`config.mk`:
```
export PLATFORM = sky130hd
export DESIGN_NAME = track_frame_parser
export DESIGN_NICKNAME = d
export VERILOG_FILES = /design/src/rtl/tfp_pkg.sv /design/src/rtl/tfp_parser.sv /design/src/rtl/tfp_result.sv /design/src/rtl/track_frame_parser.sv
export SDC_FILE = /design/constraint.sdc
export NUM_CORES = 1
export LEC_CHECK = 0
export BUFFER_PORTS_ARGS = -buffer_cell sky130_fd_sc_hd__buf_2
export CAP_MARGIN = 40
export CORE_ASPECT_RATIO = 1.1
export CORE_MARGIN = 4
export CORE_UTILIZATION = 28
export CTS_CLUSTER_SIZE = 16
export DETAILED_ROUTE_END_ITERATION = 10
export PLACE_DENSITY_LB_ADDON = 0.25
export RECOVER_POWER = 50
export SLEW_MARGIN = 0
export SYNTH_ARGS = -nofsm -noshare
export SYNTH_HDL_FRONTEND = slang
export SYNTH_SLANG_ARGS = --single-unit
```
`constraint.sdc`:
```
create_clock -name clk -period 6.6 [get_ports clk]
set_input_delay 0.99 -clock clk [delete_from_list [all_inputs] [get_ports clk]]
set_output_delay 0.99 -clock clk [all_outputs]
set_load 0.01 [all_outputs]
```
`src/rtl/tfp_pkg.sv`:
```
// Track frame parser: shared constants, character codes, register indexes and types.
// Used by tfp_parser, tfp_result and track_frame_parser. No dependencies.
`default_nettype none

package tfp_pkg;

  // Field value width default and range limits
  localparam int VALUE_BITS_DEF = 16;
  localparam int NUM_FIELDS     = 6;
  localparam int FIDX_W         = 3;

  // Fixed widths of registers and result fields
  localparam int CMD_W    = 16;
  localparam int LEN_W    = 8;
  localparam int CENTER_W = 17;
  localparam int BOX_W    = 16;
  localparam int BYTE_W   = 8;
  localparam int CFG_IDX_W = 2;
  localparam int CFG_DATA_W = 16;
  localparam int OUT_DATA_W = 72;

  localparam logic [CENTER_W-1:0] CENTER_MAX = 17'd98302;
  localparam logic [BOX_W-1:0]    BOX_MAX    = 16'hFFFF;
  localparam logic [LEN_W-1:0]    LEN_MAX    = 8'hFF;

  // Register reset values
  localparam logic [CMD_W-1:0] CMD_RST     = 16'd23;
  localparam logic [CMD_W-1:0] SUBCMD_RST  = 16'd6;
  localparam logic [LEN_W-1:0] MIN_LEN_RST = 8'd14;

  // Register indexes
  localparam logic [CFG_IDX_W-1:0] REG_CMD     = 2'd0;
  localparam logic [CFG_IDX_W-1:0] REG_SUBCMD  = 2'd1;
  localparam logic [CFG_IDX_W-1:0] REG_MIN_LEN = 2'd2;

  // Character codes
  localparam logic [BYTE_W-1:0] CHAR_DOLLAR = 8'h24;
  localparam logic [BYTE_W-1:0] CHAR_HASH   = 8'h23;
  localparam logic [BYTE_W-1:0] CHAR_COMMA  = 8'h2C;
  localparam logic [BYTE_W-1:0] CHAR_SPACE  = 8'h20;
  localparam logic [BYTE_W-1:0] CHAR_ZERO   = 8'h30;
  localparam logic [BYTE_W-1:0] CHAR_NINE   = 8'h39;

  typedef struct packed {
    logic [CMD_W-1:0] cmd;
    logic [CMD_W-1:0] subcmd;
    logic [LEN_W-1:0] min_len;
  } cfg_t;

  typedef enum logic [2:0] {
    PH_HUNT = 3'b001,
    PH_BODY = 3'b010,
    PH_DONE = 3'b100
  } phase_t;

  typedef enum logic [2:0] {
    SUB_FRESH  = 3'b001,
    SUB_SPACES = 3'b010,
    SUB_DIGITS = 3'b100
  } sub_t;

endpackage

`default_nettype wire

```
`src/rtl/tfp_parser.sv`:
```
// Track frame parser: frame state machine, field accumulator and field store,
// with the request register towards the result stage. Depends on tfp_pkg.
`default_nettype none

module tfp_parser #(
  parameter int VALUE_BITS = tfp_pkg::VALUE_BITS_DEF
) (
  input  wire logic                        clk,
  input  wire logic                        rst_n,
  input  wire tfp_pkg::cfg_t               cfg,
  input  wire logic                        item_valid,
  input  wire logic [tfp_pkg::BYTE_W-1:0]  item_byte,
  input  wire logic                        item_last,
  output logic                             item_take,
  output logic                             req_valid,
  input  wire logic                        req_ready,
  output logic                             req_accepted,
  output logic [VALUE_BITS-1:0]            req_x,
  output logic [VALUE_BITS-1:0]            req_y,
  output logic [VALUE_BITS-1:0]            req_w,
  output logic [VALUE_BITS-1:0]            req_h
);

  localparam int CW = (VALUE_BITS > tfp_pkg::CMD_W) ? VALUE_BITS : tfp_pkg::CMD_W;
  localparam int PW = VALUE_BITS + 4;
  localparam logic [tfp_pkg::FIDX_W-1:0] FIDX_FULL = tfp_pkg::FIDX_W'(tfp_pkg::NUM_FIELDS);
  localparam logic [tfp_pkg::FIDX_W-1:0] FIDX_LAST = tfp_pkg::FIDX_W'(tfp_pkg::NUM_FIELDS - 1);

  tfp_pkg::phase_t                 phase_r, phase_nxt;
  tfp_pkg::sub_t                   sub_r, sub_nxt;
  logic [tfp_pkg::LEN_W-1:0]       len_r, len_nxt;
  logic [tfp_pkg::FIDX_W-1:0]      fidx_r, fidx_nxt;
  logic [VALUE_BITS-1:0]           acc_r, acc_nxt;
  logic [VALUE_BITS-1:0]           fields_r [tfp_pkg::NUM_FIELDS];

  logic                            req_v_r, req_v_nxt;
  logic                            req_acc_r;
  logic [VALUE_BITS-1:0]           req_x_r, req_y_r, req_w_r, req_h_r;

  logic                            is_digit, is_comma, is_space, is_hash, is_dollar;
  logic [3:0]                      dval;
  logic [PW-1:0]                   acc_ext, prod;
  logic [VALUE_BITS-1:0]           acc_mac;
  logic                            do_store, do_fill;
  logic [VALUE_BITS-1:0]           st_val;
  logic [tfp_pkg::NUM_FIELDS-1:0]  fld_we;
  logic [VALUE_BITS-1:0]           fld_wd [tfp_pkg::NUM_FIELDS];

  logic [tfp_pkg::LEN_W-1:0]       len_fin;
  logic [VALUE_BITS-1:0]           f5_fin;
  logic                            six_fin, ok_fin;
  logic                            fire, fire_ok, req_free;

  always_comb begin
    is_digit  = (item_byte >= tfp_pkg::CHAR_ZERO) && (item_byte <= tfp_pkg::CHAR_NINE);
    is_comma  = (item_byte == tfp_pkg::CHAR_COMMA);
    is_space  = (item_byte == tfp_pkg::CHAR_SPACE);
    is_hash   = (item_byte == tfp_pkg::CHAR_HASH);
    is_dollar = (item_byte == tfp_pkg::CHAR_DOLLAR);
    dval      = item_byte[3:0] - tfp_pkg::CHAR_ZERO[3:0];

    // acc * 10 + digit, saturating at the top of the value range
    acc_ext = PW'(acc_r);
    prod    = (acc_ext << 3) + (acc_ext << 1) + PW'(dval);
    acc_mac = (|prod[PW-1:VALUE_BITS]) ? '1 : prod[VALUE_BITS-1:0];
  end

  // Closing marker: flush a pending field and judge the frame
  always_comb begin
    len_fin = (len_r == tfp_pkg::LEN_MAX) ? tfp_pkg::LEN_MAX : len_r + 1'b1;
    six_fin = (fidx_r == FIDX_FULL) || ((fidx_r == FIDX_LAST) && (sub_r != tfp_pkg::SUB_FRESH));
    f5_fin  = fields_r[tfp_pkg::NUM_FIELDS-1];
    if (fidx_r == FIDX_LAST) begin
      f5_fin = (sub_r == tfp_pkg::SUB_DIGITS) ? acc_r : '0;
    end
    ok_fin = six_fin && (len_fin >= cfg.min_len) &&
             (CW'(fields_r[0]) == CW'(cfg.cmd)) &&
             (CW'(fields_r[1]) == CW'(cfg.subcmd));
  end

  always_comb begin
    phase_nxt = phase_r;
    sub_nxt   = sub_r;
    len_nxt   = len_r;
    fidx_nxt  = fidx_r;
    acc_nxt   = acc_r;
    do_store  = 1'b0;
    do_fill   = 1'b0;
    st_val    = '0;
    fire      = 1'b0;
    fire_ok   = 1'b0;

    unique case (phase_r)
      tfp_pkg::PH_HUNT: begin
        if (is_dollar) begin
          len_nxt   = tfp_pkg::LEN_W'(1);
          fidx_nxt  = '0;
          sub_nxt   = tfp_pkg::SUB_FRESH;
          acc_nxt   = '0;
          phase_nxt = tfp_pkg::PH_BODY;
        end
      end
      tfp_pkg::PH_BODY: begin
        if (is_hash) begin
          fire      = 1'b1;
          fire_ok   = ok_fin;
          phase_nxt = tfp_pkg::PH_DONE;
        end else begin
          if (len_r != tfp_pkg::LEN_MAX) begin
            len_nxt = len_r + 1'b1;
          end
          if (fidx_r != FIDX_FULL) begin
            if (sub_r == tfp_pkg::SUB_DIGITS) begin
              if (is_digit) begin
                acc_nxt = acc_mac;
              end else begin
                do_store = 1'b1;
                st_val   = acc_r;
                if (is_comma) begin
                  sub_nxt = tfp_pkg::SUB_FRESH;
                end else if (is_space) begin
                  sub_nxt = tfp_pkg::SUB_SPACES;
                end else begin
                  do_fill = 1'b1;
                end
              end
            end else begin
              if (is_space) begin
                sub_nxt = tfp_pkg::SUB_SPACES;
              end else if (is_digit) begin
                acc_nxt = VALUE_BITS'(dval);
                sub_nxt = tfp_pkg::SUB_DIGITS;
              end else if (is_comma) begin
                do_store = 1'b1;
                sub_nxt  = tfp_pkg::SUB_FRESH;
              end else begin
                do_fill = 1'b1;
              end
            end
            if (do_fill) begin
              fidx_nxt = FIDX_FULL;
            end else if (do_store) begin
              fidx_nxt = fidx_r + 1'b1;
            end
          end
        end
      end
      tfp_pkg::PH_DONE: begin
        // drop bytes until the buffer ends
      end
      default: begin
        phase_nxt = tfp_pkg::PH_HUNT;
      end
    endcase

    // End of buffer: reject if no frame was closed, then rearm
    if (item_last) begin
      if (phase_nxt != tfp_pkg::PH_DONE) begin
        fire    = 1'b1;
        fire_ok = 1'b0;
      end
      phase_nxt = tfp_pkg::PH_HUNT;
      len_nxt   = '0;
      fidx_nxt  = '0;
      sub_nxt   = tfp_pkg::SUB_FRESH;
      acc_nxt   = '0;
    end
  end

  always_comb begin
    for (int i = 0; i < tfp_pkg::NUM_FIELDS; i++) begin
      fld_we[i] = (do_store && (tfp_pkg::FIDX_W'(i) == fidx_r)) ||
                  (do_fill && (tfp_pkg::FIDX_W'(i) >= fidx_r));
      fld_wd[i] = (do_store && (tfp_pkg::FIDX_W'(i) == fidx_r)) ? st_val : '0;
    end
  end

  assign req_free  = !req_v_r || req_ready;
  assign item_take = item_valid && (!fire || req_free);

  always_comb begin
    req_v_nxt = req_v_r;
    if (item_take && fire) begin
      req_v_nxt = 1'b1;
    end else if (req_ready) begin
      req_v_nxt = 1'b0;
    end
  end

  always_ff @(posedge clk) begin
    if (!rst_n) begin
      phase_r <= tfp_pkg::PH_HUNT;
      sub_r   <= tfp_pkg::SUB_FRESH;
      len_r   <= '0;
      fidx_r  <= '0;
      acc_r   <= '0;
      req_v_r <= 1'b0;
    end else begin
      req_v_r <= req_v_nxt;
      if (item_take) begin
        phase_r <= phase_nxt;
        sub_r   <= sub_nxt;
        len_r   <= len_nxt;
        fidx_r  <= fidx_nxt;
        acc_r   <= acc_nxt;
      end
    end
  end

  always_ff @(posedge clk) begin
    for (int i = 0; i < tfp_pkg::NUM_FIELDS; i++) begin
      if (item_take && fld_we[i]) begin
        fields_r[i] <= fld_wd[i];
      end
    end
    if (item_take && fire) begin
      req_acc_r <= fire_ok;
      req_x_r   <= fields_r[2];
      req_y_r   <= fields_r[3];
      req_w_r   <= fields_r[4];
      req_h_r   <= f5_fin;
    end
  end

  assign req_valid    = req_v_r;
  assign req_accepted = req_acc_r;
  assign req_x        = req_x_r;
  assign req_y        = req_y_r;
  assign req_w        = req_w_r;
  assign req_h        = req_h_r;

endmodule

`default_nettype wire

```
`src/rtl/tfp_result.sv`:
```
// Track frame parser: box centre arithmetic, saturation and output register.
// Depends on tfp_pkg; fed by tfp_parser.
`default_nettype none

module tfp_result #(
  parameter int VALUE_BITS = tfp_pkg::VALUE_BITS_DEF
) (
  input  wire logic                              clk,
  input  wire logic                              rst_n,
  input  wire logic                              req_valid,
  output logic                                   req_ready,
  input  wire logic                              req_accepted,
  input  wire logic [VALUE_BITS-1:0]             req_x,
  input  wire logic [VALUE_BITS-1:0]             req_y,
  input  wire logic [VALUE_BITS-1:0]             req_w,
  input  wire logic [VALUE_BITS-1:0]             req_h,
  output logic                                   out_valid,
  input  wire logic                              out_ready,
  output logic                                   out_accepted,
  output logic [tfp_pkg::CENTER_W-1:0]           out_cx,
  output logic [tfp_pkg::CENTER_W-1:0]           out_cy,
  output logic [tfp_pkg::BOX_W-1:0]              out_w,
  output logic [tfp_pkg::BOX_W-1:0]              out_h
);

  localparam int CXW = (VALUE_BITS + 1 > tfp_pkg::CENTER_W) ? VALUE_BITS + 1 : tfp_pkg::CENTER_W;
  localparam int BW  = (VALUE_BITS > tfp_pkg::BOX_W) ? VALUE_BITS : tfp_pkg::BOX_W;

  logic                          out_v_r, out_v_nxt;
  logic                          acc_r;
  logic [tfp_pkg::CENTER_W-1:0]  cx_r, cy_r, cx_nxt, cy_nxt;
  logic [tfp_pkg::BOX_W-1:0]     w_r, h_r, w_nxt, h_nxt;
  logic [CXW-1:0]                sum_x, sum_y;
  logic [BW-1:0]                 w_ext, h_ext;
  logic                          load;

  always_comb begin
    sum_x = CXW'(req_x) + CXW'(req_w >> 1);
    sum_y = CXW'(req_y) + CXW'(req_h >> 1);
    w_ext = BW'(req_w);
    h_ext = BW'(req_h);

    cx_nxt = (sum_x > CXW'(tfp_pkg::CENTER_MAX)) ? tfp_pkg::CENTER_MAX
                                                  : sum_x[tfp_pkg::CENTER_W-1:0];
    cy_nxt = (sum_y > CXW'(tfp_pkg::CENTER_MAX)) ? tfp_pkg::CENTER_MAX
                                                  : sum_y[tfp_pkg::CENTER_W-1:0];
    w_nxt  = (w_ext > BW'(tfp_pkg::BOX_MAX)) ? tfp_pkg::BOX_MAX : w_ext[tfp_pkg::BOX_W-1:0];
    h_nxt  = (h_ext > BW'(tfp_pkg::BOX_MAX)) ? tfp_pkg::BOX_MAX : h_ext[tfp_pkg::BOX_W-1:0];

    // rejected frames carry an all-zero box
    if (!req_accepted) begin
      cx_nxt = '0;
      cy_nxt = '0;
      w_nxt  = '0;
      h_nxt  = '0;
    end
  end

  assign req_ready = !out_v_r || out_ready;
  assign load      = req_valid && req_ready;

  always_comb begin
    out_v_nxt = out_v_r;
    if (load) begin
      out_v_nxt = 1'b1;
    end else if (out_ready) begin
      out_v_nxt = 1'b0;
    end
  end

  always_ff @(posedge clk) begin
    if (!rst_n) begin
      out_v_r <= 1'b0;
    end else begin
      out_v_r <= out_v_nxt;
    end
  end

  always_ff @(posedge clk) begin
    if (load) begin
      acc_r <= req_accepted;
      cx_r  <= cx_nxt;
      cy_r  <= cy_nxt;
      w_r   <= w_nxt;
      h_r   <= h_nxt;
    end
  end

  assign out_valid    = out_v_r;
  assign out_accepted = acc_r;
  assign out_cx       = cx_r;
  assign out_cy       = cy_r;
  assign out_w        = w_r;
  assign out_h        = h_r;

endmodule

`default_nettype wire

```
`src/rtl/track_frame_parser.sv`:
```
// Track frame parser top level: 1 byte per cycle, back to back, unless a closing
// byte waits for the result path. A byte is held in the input register and then
// handled by the frame state machine; a result request waits in the request
// register and is then loaded into the output register that drives out_tvalid.
// rst_n is synchronous, active low: registers go to their reset values, the parser
// hunts for a start marker and all pipeline stages are emptied.
// Depends on tfp_pkg, tfp_parser and tfp_result.
`default_nettype none

module track_frame_parser #(
  parameter int VALUE_BITS = tfp_pkg::VALUE_BITS_DEF
) (
  input  wire logic                               clk,
  input  wire logic                               rst_n,
  // configuration write port
  input  wire logic                               cfg_wr_en,
  input  wire logic [tfp_pkg::CFG_IDX_W-1:0]      cfg_index,
  input  wire logic [tfp_pkg::CFG_DATA_W-1:0]     cfg_wdata,
  // input stream
  input  wire logic                               in_tvalid,
  output logic                                    in_tready,
  input  wire logic [7:0]                         in_tdata,   // [7:0] data_byte
  input  wire logic                               in_tlast,   // buffer_end
  // result stream
  output logic                                    out_tvalid,
  input  wire logic                               out_tready,
  // [16:0] center_x, [33:17] center_y, [49:34] box_width, [65:50] box_height,
  // [71:66] zero
  output logic [tfp_pkg::OUT_DATA_W-1:0]          out_tdata,
  output logic                                    out_tuser   // accepted
);

  tfp_pkg::cfg_t                   cfg_r;
  logic                            in_v_r, in_v_nxt;
  logic [tfp_pkg::BYTE_W-1:0]      byte_r;
  logic                            last_r;
  logic                            item_take;

  logic                            req_valid, req_ready, req_accepted;
  logic [VALUE_BITS-1:0]           req_x, req_y, req_w, req_h;

  logic [tfp_pkg::CENTER_W-1:0]    res_cx, res_cy;
  logic [tfp_pkg::BOX_W-1:0]       res_w, res_h;

  always_ff @(posedge clk) begin
    if (!rst_n) begin
      cfg_r.cmd     <= tfp_pkg::CMD_RST;
      cfg_r.subcmd  <= tfp_pkg::SUBCMD_RST;
      cfg_r.min_len <= tfp_pkg::MIN_LEN_RST;
    end else if (cfg_wr_en) begin
      unique case (cfg_index)
        tfp_pkg::REG_CMD:     cfg_r.cmd     <= cfg_wdata[tfp_pkg::CMD_W-1:0];
        tfp_pkg::REG_SUBCMD:  cfg_r.subcmd  <= cfg_wdata[tfp_pkg::CMD_W-1:0];
        tfp_pkg::REG_MIN_LEN: cfg_r.min_len <= cfg_wdata[tfp_pkg::LEN_W-1:0];
        default: ;
      endcase
    end
  end

  // Input register: refill in the same cycle the parser takes the held byte
  assign in_tready = !in_v_r || item_take;

  always_comb begin
    in_v_nxt = in_v_r;
    if (in_tvalid && in_tready) begin
      in_v_nxt = 1'b1;
    end else if (item_take) begin
      in_v_nxt = 1'b0;
    end
  end

  always_ff @(posedge clk) begin
    if (!rst_n) begin
      in_v_r <= 1'b0;
    end else begin
      in_v_r <= in_v_nxt;
    end
  end

  always_ff @(posedge clk) begin
    if (in_tvalid && in_tready) begin
      byte_r <= in_tdata;
      last_r <= in_tlast;
    end
  end

  tfp_parser #(
    .VALUE_BITS (VALUE_BITS)
  ) u_parser (
    .clk          (clk),
    .rst_n        (rst_n),
    .cfg          (cfg_r),
    .item_valid   (in_v_r),
    .item_byte    (byte_r),
    .item_last    (last_r),
    .item_take    (item_take),
    .req_valid    (req_valid),
    .req_ready    (req_ready),
    .req_accepted (req_accepted),
    .req_x        (req_x),
    .req_y        (req_y),
    .req_w        (req_w),
    .req_h        (req_h)
  );

  tfp_result #(
    .VALUE_BITS (VALUE_BITS)
  ) u_result (
    .clk          (clk),
    .rst_n        (rst_n),
    .req_valid    (req_valid),
    .req_ready    (req_ready),
    .req_accepted (req_accepted),
    .req_x        (req_x),
    .req_y        (req_y),
    .req_w        (req_w),
    .req_h        (req_h),
    .out_valid    (out_tvalid),
    .out_ready    (out_tready),
    .out_accepted (out_tuser),
    .out_cx       (res_cx),
    .out_cy       (res_cy),
    .out_w        (res_w),
    .out_h        (res_h)
  );

  assign out_tdata = {6'b0, res_h, res_w, res_cy, res_cx};

  // A held input byte is never overwritten before the parser takes it
  a_in_hold: assert property (@(posedge clk) disable iff (!rst_n)
    in_v_r && !item_take |=> in_v_r && $stable(byte_r) && $stable(last_r))
    else $error("input register overwritten");

  // A rejected frame carries an all-zero box
  a_reject_zero: assert property (@(posedge clk) disable iff (!rst_n)
    out_tvalid && !out_tuser |-> out_tdata == '0)
    else $error("rejected result with non-zero fields");

  // Centres stay within their saturation limit
  a_center_sat: assert property (@(posedge clk) disable iff (!rst_n)
    out_tvalid |-> (out_tdata[16:0] <= tfp_pkg::CENTER_MAX) &&
                   (out_tdata[33:17] <= tfp_pkg::CENTER_MAX))
    else $error("centre beyond saturation limit");

  // A request is only raised by a byte the parser took
  a_req_source: assert property (@(posedge clk) disable iff (!rst_n)
    $rose(req_valid) |-> $past(item_take))
    else $error("request raised without a taken byte");

endmodule

`default_nettype wire
```
---- Yosys cells after proc, flatten, opt, wreduce, memory -nomap -nowiden ----
Memories as Yosys holds them, arrays and structs flattened. A register that Yosys moved wholly into a read port is not among the register bits.
Cells that the tools add are included.
storage, ports and cells
  bits in registers ....................... 169
  bits in writable memories ............... 96
  bits of input ports ..................... 32
  output and inout bits ................... 75
  memories kept ........................... 1
memories
  memory             depth  bits a word  rd ports  clocked after memory_dff  wr ports  RTL line          source
  u_parser.fields_r  6      16           6         3                         6         tfp_parser.sv:34  logic [VALUE_BITS-1:0] fields_r [tfp_pkg::NUM_FIELDS];
cells by class
  $add $sub $neg .......................... 6
  order comparisons ....................... 13
  equality and inequality tests ........... 34
  muxes and demuxes ....................... 106
  bitwise logic cells ..................... 1
  reduce and logical (&&, ||, !) cells .... 58
operators by type and width
  operator                                               number
  2-to-1 mux 16 bit                                      24
  2-to-1 mux 3 bit                                       20
  2-to-1 mux 1 bit                                       50
  2-to-1 mux 8 bit                                       5
  adder 16 x 15 -> 17 bit                                2
  greater-than comparator 17 bit, second input constant  2
  2-to-1 mux 17 bit                                      2
  equality test 16 bit                                   2
  equality test 8 x 6 -> 1 bit, second input constant    4
  greater-than comparator 16 bit, second input constant  2
  case mux 16 bit (2 select lines)                       1
  logical AND 1 bit                                      27
  adder 19 x 17 -> 20 bit                                1
  adder 20 x 4 -> 20 bit                                 1
  case mux 8 bit (2 select lines)                        1
  equality test 3 bit, second input constant             4
  != test 3 x 2 -> 1 bit, second input constant          4
  case mux 3 bit (2 select lines)                        2
  logical OR 1 bit                                       11
  != test 3 bit, second input constant                   3
  case mux 3 bit (3 select lines)                        1
  adder 8 x 1 -> 8 bit, second input constant            1
  equality test 8 bit, second input constant             1
  >= comparator 8 x 6 -> 1 bit, second input constant    1
  32 further kinds                                       46

---- Longest topological paths before layout ----
Gate-level depths: netlist of run 1.
  word-level depth ........................ 16
  depth in mapped cells ................... 13

---- Cells and area by module ----
From an unflattened synthesis of run 1, not the netlist that was laid out.
second synthesis, totals
  cell total of the unflattened synthesis .. 1394
  area total of the unflattened synthesis .. 15665.0 um^2
modules (own cells, without submodules)
  module              times used  cells an instance  area an instance (um^2)
  tfp_parser          1           803                9255.1
  tfp_result          1           416                4470.5
  track_frame_parser  1           175                1939.4

---- Worst setup path before layout of run 1 ----
No wires, ideal clock.
  kind .................................... input to register
  start ................................... input out_tready
  end ..................................... register u_parser.req_acc_r, in the netlist u_parser.req_accepted, enable pin
  arrival time ............................ 4.632 ns
  setup slack ............................. 1.457 ns
  stages .................................. 5
  buffers on the path ..................... 1
  cell sequence ........................... nor2b_1 > nand2_1 > a22oi_1 > clkbuf_1 > a21oi_1
between the ends
  word-level cells in the longest chain between the ends .. 5
RTL lines
  element                 RTL line                  source
  start: declaration      track_frame_parser.sv:26  input wire logic out_tready,
  logical OR 1 bit        tfp_result.sv:59          assign req_ready = !out_v_r || out_ready;
  logical OR 1 bit        tfp_parser.sv:178         assign req_free = !req_v_r || req_ready;
  logical OR 1 bit        tfp_parser.sv:179         assign item_take = item_valid && (!fire || req_free);
  logical AND 1 bit       tfp_parser.sv:179
  logical AND 1 bit       tfp_parser.sv:216         if (item_take && fire) begin
  end signal: assignment  tfp_parser.sv:217         req_acc_r <= fire_ok;
  end: declaration        tfp_parser.sv:37          logic req_acc_r;
Every way passes these cells.
A chain may end at the register's enable or synchronous reset.

==> results.md, run 1 <==
- Power per cell area: 246.5 nW/um2
- Actual slew at the worst max-slew pin: approximately 3.8 ns
- Area occupied by multi-input gates: 6480 um2
- Count of flip-flops with a built-in enable after synthesis: between 200 and 250
- Largest stage delay, worst path: 1.43 ns
- Global-route usage over all layers: 12.75%
- Cell-by-cell trace of the critical path: clkbuf_1 -> clkinv_1 -> a21oi_4 -> a211oi_1 -> a21oi_1
- Maximum fanout along the worst path: 47
- First-pass GRT wire length: 59,860 um
- Detailed-route DRC error count: 0
- Initial antenna violation count: 0
- Maximum number of pins on one net before global-route repair: 68
- Number of buffer and inverter instances along the worst setup path: 2
- Count of synthesis-stage warnings from yosys: 0
- Critical path required time: between 7 and 8 ns
- Final cycle utilization of the critical path: 65.84%
- Wire length per cell after detailed routing: ~17 um
- Number of detailed-routing iterations run before antenna repair: 5
- Clock period minus worst slack: 4.345 ns
- Starting utilization of the core area: approximately 28%
- CP max-delay cell: sky130_fd_sc_hd__clkbuf_1
- Number of H-tree levels: 2
- Cell Area, Synth: 15,460 um2
- Combinational cell fraction of total power: 6.1%
- Count of nets left with antenna violations after detail routing: 0
- Number of global-route vias before repair: between 10,000 and 15,000
- Primary flip-flop cell chosen by synthesis mapping: sky130_fd_sc_hd__edfxtp_1
- Family of cells with the greatest summed delay on the critical path: buffers and inverters
- Die X-Extent: 232.1 um
- Cell type with the largest total area after synthesis: sky130_fd_sc_hd__edfxtp_1
- Routability-driven placement congestion ratio: 0.8405
- Seq pwr share: approximately 50%
- Global Route met1 Usage: between 15 and 20%
- Area growth from synthesis to final layout: 15.61%
- Final Non-Filler Cells: 2,260
- TritonCTS sink count: 313
- Maximum number of buffers from clock root to sink: 3
- Proportion of synthesized flip-flops having asynchronous set or reset: 0%
- Fraction of layout cells with a size suffix above 1: 8.530%
- Most Crowded Layer GR: met2
- Number of hold-slack violations in the final timing report: 0
- Leakage component of the power: 0.006591 uW
- Startpoint kind of the worst setup timing path: input port
- Violations in the final reports: capacitance limit, slew limit
- Std-Cell Core Area: 54,730 um2
- Final wirelength: 38,490 um
- Clock Tree Root: sky130_fd_sc_hd__clkbuf_16
- Number of buffers added by the clock tree synthesis step: 36
- Length in cells of the worst reg-to-reg path: 4
- Per-cell via count in the routed design: 4.735
- Detailed-placement wirelength estimate: roughly 28,000 um
- Setup violators final: 0
- Fillers: ~5,600
- Post-CTS Hold Buffers: 0
- Die Footprint: 59,050 um2
- Net Sw Frac: 22.51%
- Final Worst Setup Slack: 2.255 ns
- Synthesized area per cell: 11.07 um2
- TritonCTS clock tree: built
- ANT cells: 0
- Reg-to-Reg Start: u_result.out_valid
- Met3 global-route usage: 2.647%
- Critical path class: in -> reg
- Clock Skews: just over 0.02 ns
- Count of input and output buffers: 100
- Top-level I/O count: 107
- Worst reg2reg setup slack: 2.67 ns
- Count of standard-cell rows: 90
- Total number of vias: 10,702
- Net switching power of the design: slightly below 1000 uW
- IR drop worst, VDD: 0.1563 mV
- Final Hold Slack: 0.4168 ns
- Initial detailed-routing violation count: 730
- Cell internal pwr: between 3000 and 4000 uW
- Final total negative setup slack: 0 ns
- Number of stages on the worst hold path: 0
- Most used cells in the layout excluding fill and tap cells: 237 x sky130_fd_sc_hd__edfxtp_1, 160 x sky130_fd_sc_hd__nand2_1, 89 x sky130_fd_sc_hd__nor2_1, 81 x sky130_fd_sc_hd__clkbuf_1, 76 x sky130_fd_sc_hd__dfxtp_1
- Number of standard cells after synthesis: between 1,000 and 1,500
- Portion of total power attributed to the clock network: around 44%
- Highest achievable clock rate: 230.1 MHz
- Synth area leaders: sky130_fd_sc_hd__edfxtp_1 46%, sky130_fd_sc_hd__dfxtp_1 9.8%, sky130_fd_sc_hd__ha_1 5.9%, sky130_fd_sc_hd__nand2_1 3.9%, sky130_fd_sc_hd__and2_1 3.2%
- Placement Setup Slack: 2.974 ns
- Clock transition at path regs: 0.06 ns
- Worst Hold Class: reg -> reg
- Aggregate global routing overflow: 0
- Most common cell after layout, fill and taps aside: sky130_fd_sc_hd__edfxtp_1
- Total instance count after detailed placement: 2,197
- Area after detailed placement: 16,870 um2
- Post-CTS Resized: 0
- Layout Cell Area excl Fill: 17,880 um2
- Die Height: 254.5 um
- Layout Nets: approximately 1,600
- Share of the synthesized area in the top cell type: 46.02%
- GR met2 Demand/Resource: 21.29%
- Synth unique cells: 87
- Post-CTS Setup Repair Bufs: 0
- Worst Setup End Kind: flop
- Post-synthesis sequential element count: 313
- Max Transition Viols Final: 213
- Unrepaired setup endpoints after global routing: false
- Clock latency on the worst-skew pair: 0.54 ns
- Max-capacitance violation count: 4
- Run status: complete, but fails checks
- Slew HR: -152.9%
- Critical hold path startpoint: u_parser.fields_r[4][13]
- Critical R2R Capture: u_result.out_w[6]
- Storage cell area: between 8000 and 9000 um2
- Share of synthesized area occupied by flip-flops and latches: 55.86%
- Signal arrival time at the worst endpoint: 4.80 ns
- Endpoint with the worst hold slack: u_parser.req_w[13]
## sequential cells by signal, summed over array words and instances (netlist names), 3 cells and up
register and cells:
u_parser.fields_r 96, cfg_r 40, u_result.out_cx 17, u_result.out_cy 17, u_parser.acc_r 16, u_parser.req_h 16, u_parser.req_w 16, u_parser.req_x 16
u_parser.req_y 16, u_result.out_h 16, u_result.out_w 16, byte_r 8, u_parser.len_r 8, u_parser.fidx_r 3, u_parser.phase_r 3, u_parser.sub_r 3
## routing by layer
| metal | up-vias | wire length, um |
|---|---|---|
| li1 | 5322 | - |
| met1 | 5117 | 17780 |
| met2 | 216 | 18170 |
| met3 | 47 | 1704 |
| met4 | 0 | 835 |
| met5 | - | 0 |
## stage by stage
stage,total power [uW],utilization (%)
after floorplan,2406,-
after global placement,2487,30.61
after detailed placement,2495,30.83
after CTS,4467,32.92
after global routing,4577,32.67
final,4406,32.67
## cell families (layout without fill, tap and decap cells)
family	after synthesis	after routing	synth area share, %
xor gates and xnor gates	62	62	3.512
other	1	6	0.02425
adders and majority gates	77	77	6.425
DFF	313	313	55.86
buffers and inverters	91	213	2.492
AOI/OAI and AO/OA	303	303	13.14
and+or+nand+nor	539	539	17.83
muxes	11	11	0.7201
## worst max path at each step
stage / from / end / slack (ns) / depth (start not counted)
floorplan: out_tready / u_parser.req_accepted / 1.46 / 5
global placement: byte_r[3] / u_parser.acc_r[2] / 2.62 / 10
detailed placement: rst_n / u_parser.acc_r[2] / 2.97 / 5
CTS: byte_r[4] / in_tready / 2.95 / 5
global route: rst_n / u_parser.acc_r[1] / 1.85 / 5
finish: rst_n / u_parser.acc_r[1] / 2.25 / 5
## cell usage after synthesis (4+ instances only)
| master | n |
|---|---|
| sky130_fd_sc_hd__a21oi_1 | 72 |
| sky130_fd_sc_hd__fa_1 | 4 |
| sky130_fd_sc_hd__a21boi_0 | 27 |
| sky130_fd_sc_hd__a211oi_1 | 14 |
| sky130_fd_sc_hd__a221oi_1 | 5 |
| sky130_fd_sc_hd__dfxtp_1 | 76 |
| sky130_fd_sc_hd__buf_4 | 7 |
| sky130_fd_sc_hd__nor4_1 | 5 |
| sky130_fd_sc_hd__o211ai_1 | 14 |
| sky130_fd_sc_hd__nor2_1 | 89 |
| sky130_fd_sc_hd__a22o_1 | 11 |
| sky130_fd_sc_hd__nand2_1 | 160 |
| sky130_fd_sc_hd__a21o_1 | 26 |
| sky130_fd_sc_hd__and2_1 | 80 |
| sky130_fd_sc_hd__nand3_1 | 31 |
| sky130_fd_sc_hd__clkbuf_1 | 53 |
| sky130_fd_sc_hd__nand4_1 | 25 |
| sky130_fd_sc_hd__mux2i_1 | 10 |
| sky130_fd_sc_hd__o21ai_0 | 66 |
| sky130_fd_sc_hd__xor2_1 | 24 |
| sky130_fd_sc_hd__nor3_1 | 47 |
| sky130_fd_sc_hd__inv_1 | 25 |
| sky130_fd_sc_hd__or2_2 | 7 |
| sky130_fd_sc_hd__nand2b_1 | 12 |
| sky130_fd_sc_hd__nand3b_1 | 10 |
| sky130_fd_sc_hd__and3_1 | 19 |
| sky130_fd_sc_hd__a211o_1 | 4 |
| sky130_fd_sc_hd__nor3b_1 | 12 |
| sky130_fd_sc_hd__ha_1 | 73 |
| sky130_fd_sc_hd__xnor2_1 | 38 |
| sky130_fd_sc_hd__edfxtp_1 | 237 |
| sky130_fd_sc_hd__a22oi_1 | 5 |
| sky130_fd_sc_hd__nor2b_1 | 13 |
| sky130_fd_sc_hd__or3_1 | 6 |
| sky130_fd_sc_hd__o21a_1 | 12 |
| sky130_fd_sc_hd__a2111oi_0 | 5 |
## power groups by stage
stage	sequential [uW]	combinational (uW)	clock, uW
6_report	2180	269	1960
5_1_grt	2180	300	2090
4_1_cts	2180	276	2010
3_5_place_dp	2220	274	0
3_3_place_gp	2220	267	0
2_1_floorplan	2220	189	0
## cell type report
type	instances	share of cell area, %
multi-input cells	998	36.25
repair buffers	124	3.324
flip-flops and latches	313	48.32
inverters	26	0.5459
clock inverters	21	1.246
well taps	736	5.151
clock buffers	42	5.165
## worst register-to-register path, stage by stage, from the launching register on
cell and delay (ns):
sky130_fd_sc_hd__dfxtp_1 0.30, sky130_fd_sc_hd__nor2b_1 0.17, sky130_fd_sc_hd__nor2b_4 0.11, sky130_fd_sc_hd__clkbuf_1 0.13
sky130_fd_sc_hd__clkbuf_1 2.65
(Power assumes the default switching activity.)
==> run 2, diff against run 1 <==
==> constraint.sdc (replaced) <==
create_clock -name clk -period 3.9 [get_ports clk]
set_input_delay 0.585 -clock clk [delete_from_list [all_inputs] [get_ports clk]]
set_output_delay 0.585 -clock clk [all_outputs]
set_load 0.01 [all_outputs]
==> run 2 against run 1 <==
First-iteration DRC count rose by 2.7%. Critical endpoint is now u_parser.fields_r[5][2]. Largest cell class unchanged. Routed wire length is 0.24% higher. Largest power group unchanged. The flow still finishes with violations (capacitance limit, slew limit). Clock skew up 0.0022 ns. Critical path depth is 5 higher. Highest routed layer unchanged.
==> results.md, run 2 (same netlist as run 1, synthesis figures left out) <==
- TritonCTS clock tree: built
- Max Transition Viols Final: 94 (-56%)
- ANT cells: 0 (unchanged)
- Violations in the final reports: capacitance limit, slew limit
- Fillers: 5,635 (+0.36%)
- Highest achievable clock rate: 283.7 MHz
- Number of H-tree levels: 2 (unchanged)
- Maximum number of buffers from clock root to sink: 3 (unchanged)
- Leakage component of the power: 0.006637 uW (+0.70%)
- Area occupied by multi-input gates: 6475 um2 (about the same)
- Fraction of layout cells with a size suffix above 1: 8.990% (+0.46 points)
- Count of nets left with antenna violations after detail routing: 0 (unchanged)
- Die X-Extent: 232.1 um (unchanged)
- Number of global-route vias before repair: 10,768 (+3.8%)
- Family of cells with the greatest summed delay on the critical path: buffers and inverters
- Crit. path cell count: 10 (+5)
- Worst reg2reg setup slack: 0.38 ns (-2.29 ns)
- Run status: complete, but fails checks
- Worst Hold Class: in -> reg
- Std-Cell Core Area: 54,730 um2 (unchanged)
- Area growth from synthesis to final layout: 16.11%
- Signal arrival time at the worst endpoint: 3.80 ns (-1.00 ns)
- Wire length per cell after detailed routing: 16.99 um (-0.24%)
- Final wirelength: 38,580 um (+0.24%)
- Routability-driven placement congestion ratio: 0.8267 (-1.6%)
- Final cycle utilization of the critical path: 90.37%
- Termination of the worst setup path: u_parser.fields_r[5][2]
- Power per cell area: 414.1 nW/um2 (+68%)
- Post-CTS Hold Buffers: 0 (unchanged)
- Top flop regs: u_parser.fields_r: 96 flops, cfg_r: 40 flops
- Clock Skews: 0.02281 ns (+0.002214 ns)
- CP max-delay cell: sky130_fd_sc_hd__clkbuf_1
- Critical path class: reg -> reg
- Clock Tree Root: sky130_fd_sc_hd__clkbuf_16
- Clock latency on the worst-skew pair: 0.54 ns (about the same)
- Reg-to-Reg Start: byte_r[2]
- Placement Setup Slack: 0.5306 ns (-2.443 ns)
- Crit path top cell by count: sky130_fd_sc_hd__a21oi_1
- First-pass GRT wire length: 60,090 um (+0.38%)
- Critical R2R Capture: u_parser.fields_r[5][2]
- Critical path required time: 4.17 ns (-2.89 ns)
- IR drop worst, VDD: 0.2114 mV (+35%)
- Unrepaired setup endpoints after global routing: false
- Top-level I/O count: 107 (unchanged)
- Final Worst Setup Slack: 0.3758 ns (-1.879 ns)
- Number of buffers added by the clock tree synthesis step: 35 (-2.8%)
- Clock period minus worst slack: 3.524 ns
- Detailed-route DRC error count: 0 (unchanged)
- Clock transition at path regs: 0.06 ns (about the same)
- Initial detailed-routing violation count: 750 (+2.7%)
- Count of input and output buffers: 100 (unchanged)
- Setup violators final: 0 (unchanged)
- Number of hold-slack violations in the final timing report: 0 (unchanged)
- Maximum number of pins on one net before global-route repair: 47 (-31%)
- Largest stage delay, worst path: 1.15 ns (-0.28 ns)
- Storage cell area: 8638 um2 (unchanged)
- Initial antenna violation count: 0 (unchanged)
- Die Height: 254.5 um (unchanged)
- Source of the critical timing path: byte_r[2]
- Total number of vias: 10,805 (+0.96%)
- Worst Setup End Kind: flop
- Number of buffer and inverter instances along the worst setup path: 3 (+1)
- Starting utilization of the core area: 28.26% (unchanged)
- Slew HR: -5.568% (+150 points)
- Most used cells in the layout excluding fill and tap cells: 237 x sky130_fd_sc_hd__edfxtp_1, 160 x sky130_fd_sc_hd__nand2_1, 89 x sky130_fd_sc_hd__nor2_1, 85 x sky130_fd_sc_hd__clkbuf_1, 76 x sky130_fd_sc_hd__dfxtp_1
- Most common cell after layout, fill and taps aside: sky130_fd_sc_hd__edfxtp_1
- Per-cell via count in the routed design: 4.758 (+0.47%)
- Die Footprint: 59,050 um2 (unchanged)
- Count of standard-cell rows: 90 (unchanged)
- Max-capacitance violation count: 3 (-1)
- Most flop-heavy register: u_parser.fields_r
- TritonCTS sink count: 313 (unchanged)
- Detailed-placement wirelength estimate: 28,380 um (+1.7%)
- Layout Nets: 1,617 (+0.56%)
- Number of detailed-routing iterations run before antenna repair: 5 (unchanged)
- Post-CTS Resized: 0 (unchanged)
- Aggregate global routing overflow: 0 (unchanged)
- Post-CTS Setup Repair Bufs: 0 (unchanged)
- Cell-by-cell trace of the critical path: nand3b_1 -> a21oi_1 -> o21ai_0 -> nand3_1 -> clkbuf_1 -> a21oi_1 -> nand3_1 -> buf_4 -> a21oi_1 -> buf_4
- Maximum fanout along the worst path: 32 (-32%)
- Final total negative setup slack: 0 ns (unchanged)
- Global-route usage over all layers: 12.88% (+0.12 points)
- Max reg flops: 96 (unchanged)
- Actual slew at the worst max-slew pin: 1.584 ns (-2.210 ns)
- Length in cells of the worst reg-to-reg path: 10 (+6)
- Startpoint kind of the worst setup timing path: flop
-- run 2: worst reg2reg max path, stage by stage, from the launching register on --
cell,delay [ns]
sky130_fd_sc_hd__edfxtp_1,0.51
sky130_fd_sc_hd__nand3b_1,0.22
sky130_fd_sc_hd__a21oi_1,0.15
sky130_fd_sc_hd__o21ai_0,0.13
sky130_fd_sc_hd__nand3_1,0.22
sky130_fd_sc_hd__clkbuf_1,1.15
sky130_fd_sc_hd__a21oi_1,0.19
sky130_fd_sc_hd__nand3_1,0.17
sky130_fd_sc_hd__buf_4,0.23
sky130_fd_sc_hd__a21oi_1,0.09
sky130_fd_sc_hd__buf_4,0.21
-- run 2: metrics by stage --
stage               instance area (um2)  total power [uW]  utilization, %  cells  hold WS [ns]
finish                            17950              7434           32.81   2271        0.2386
CTS                               18090              7564           33.06   2271        0.2049
global placement                  16910              4218           30.90   2205        0.4027
floorplan                         15490              4068               -   1402        0.4003
global route                      17950              7738           32.81   2271        0.2132
detailed placement                16930              4222           30.93   2207        0.4045
-- run 2: worst min path at each step --
stage,startpoint,end,cells after the start
floorplan,u_parser.fields_r[4][0],u_parser.req_w[0],0
global placement,u_parser.fields_r[4][4],u_parser.req_w[4],0
detailed placement,u_parser.fields_r[4][15],u_parser.req_w[15],0
CTS,in_tdata[0],byte_r[0],1
global route,in_tdata[7],byte_r[7],1
finish,in_tdata[7],byte_r[7],1
-- run 2: layout make-up --
| cell class | instances | share of cell area, % |
|---|---|---|
| sequential | 313 | 48.11 |
| multi-input combinational | 998 | 36.06 |
| clock buffer | 44 | 5.484 |
| tap | 736 | 5.129 |
| timing repair buffer | 134 | 3.672 |
| clock inverter | 20 | 0.9965 |
| inverter | 26 | 0.5436 |
-- run 2: metal layers --
| layer | vias up | global-route usage, % | routed length, um | share of wire, % |
|---|---|---|---|---|
| met5 | - | 0 | 0 | 0 |
| met4 | 0 | 5.501 | 1555 | 4.0 |
| met3 | 87 | 2.011 | 1568 | 4.1 |
| met2 | 245 | 21.34 | 17890 | 46 |
| met1 | 5121 | 16.84 | 17570 | 46 |
| li1 | 5352 | - | - | - |
-- run 2: where the power goes --
part           internal, uW  total (uW)  leakage (uW)  switching, uW
clock network          1940        3290      0.000569           1350
logic                   176         458       0.00300            282
registers              3640        3690       0.00307           48.9
total                  5760        7430       0.00664           1680
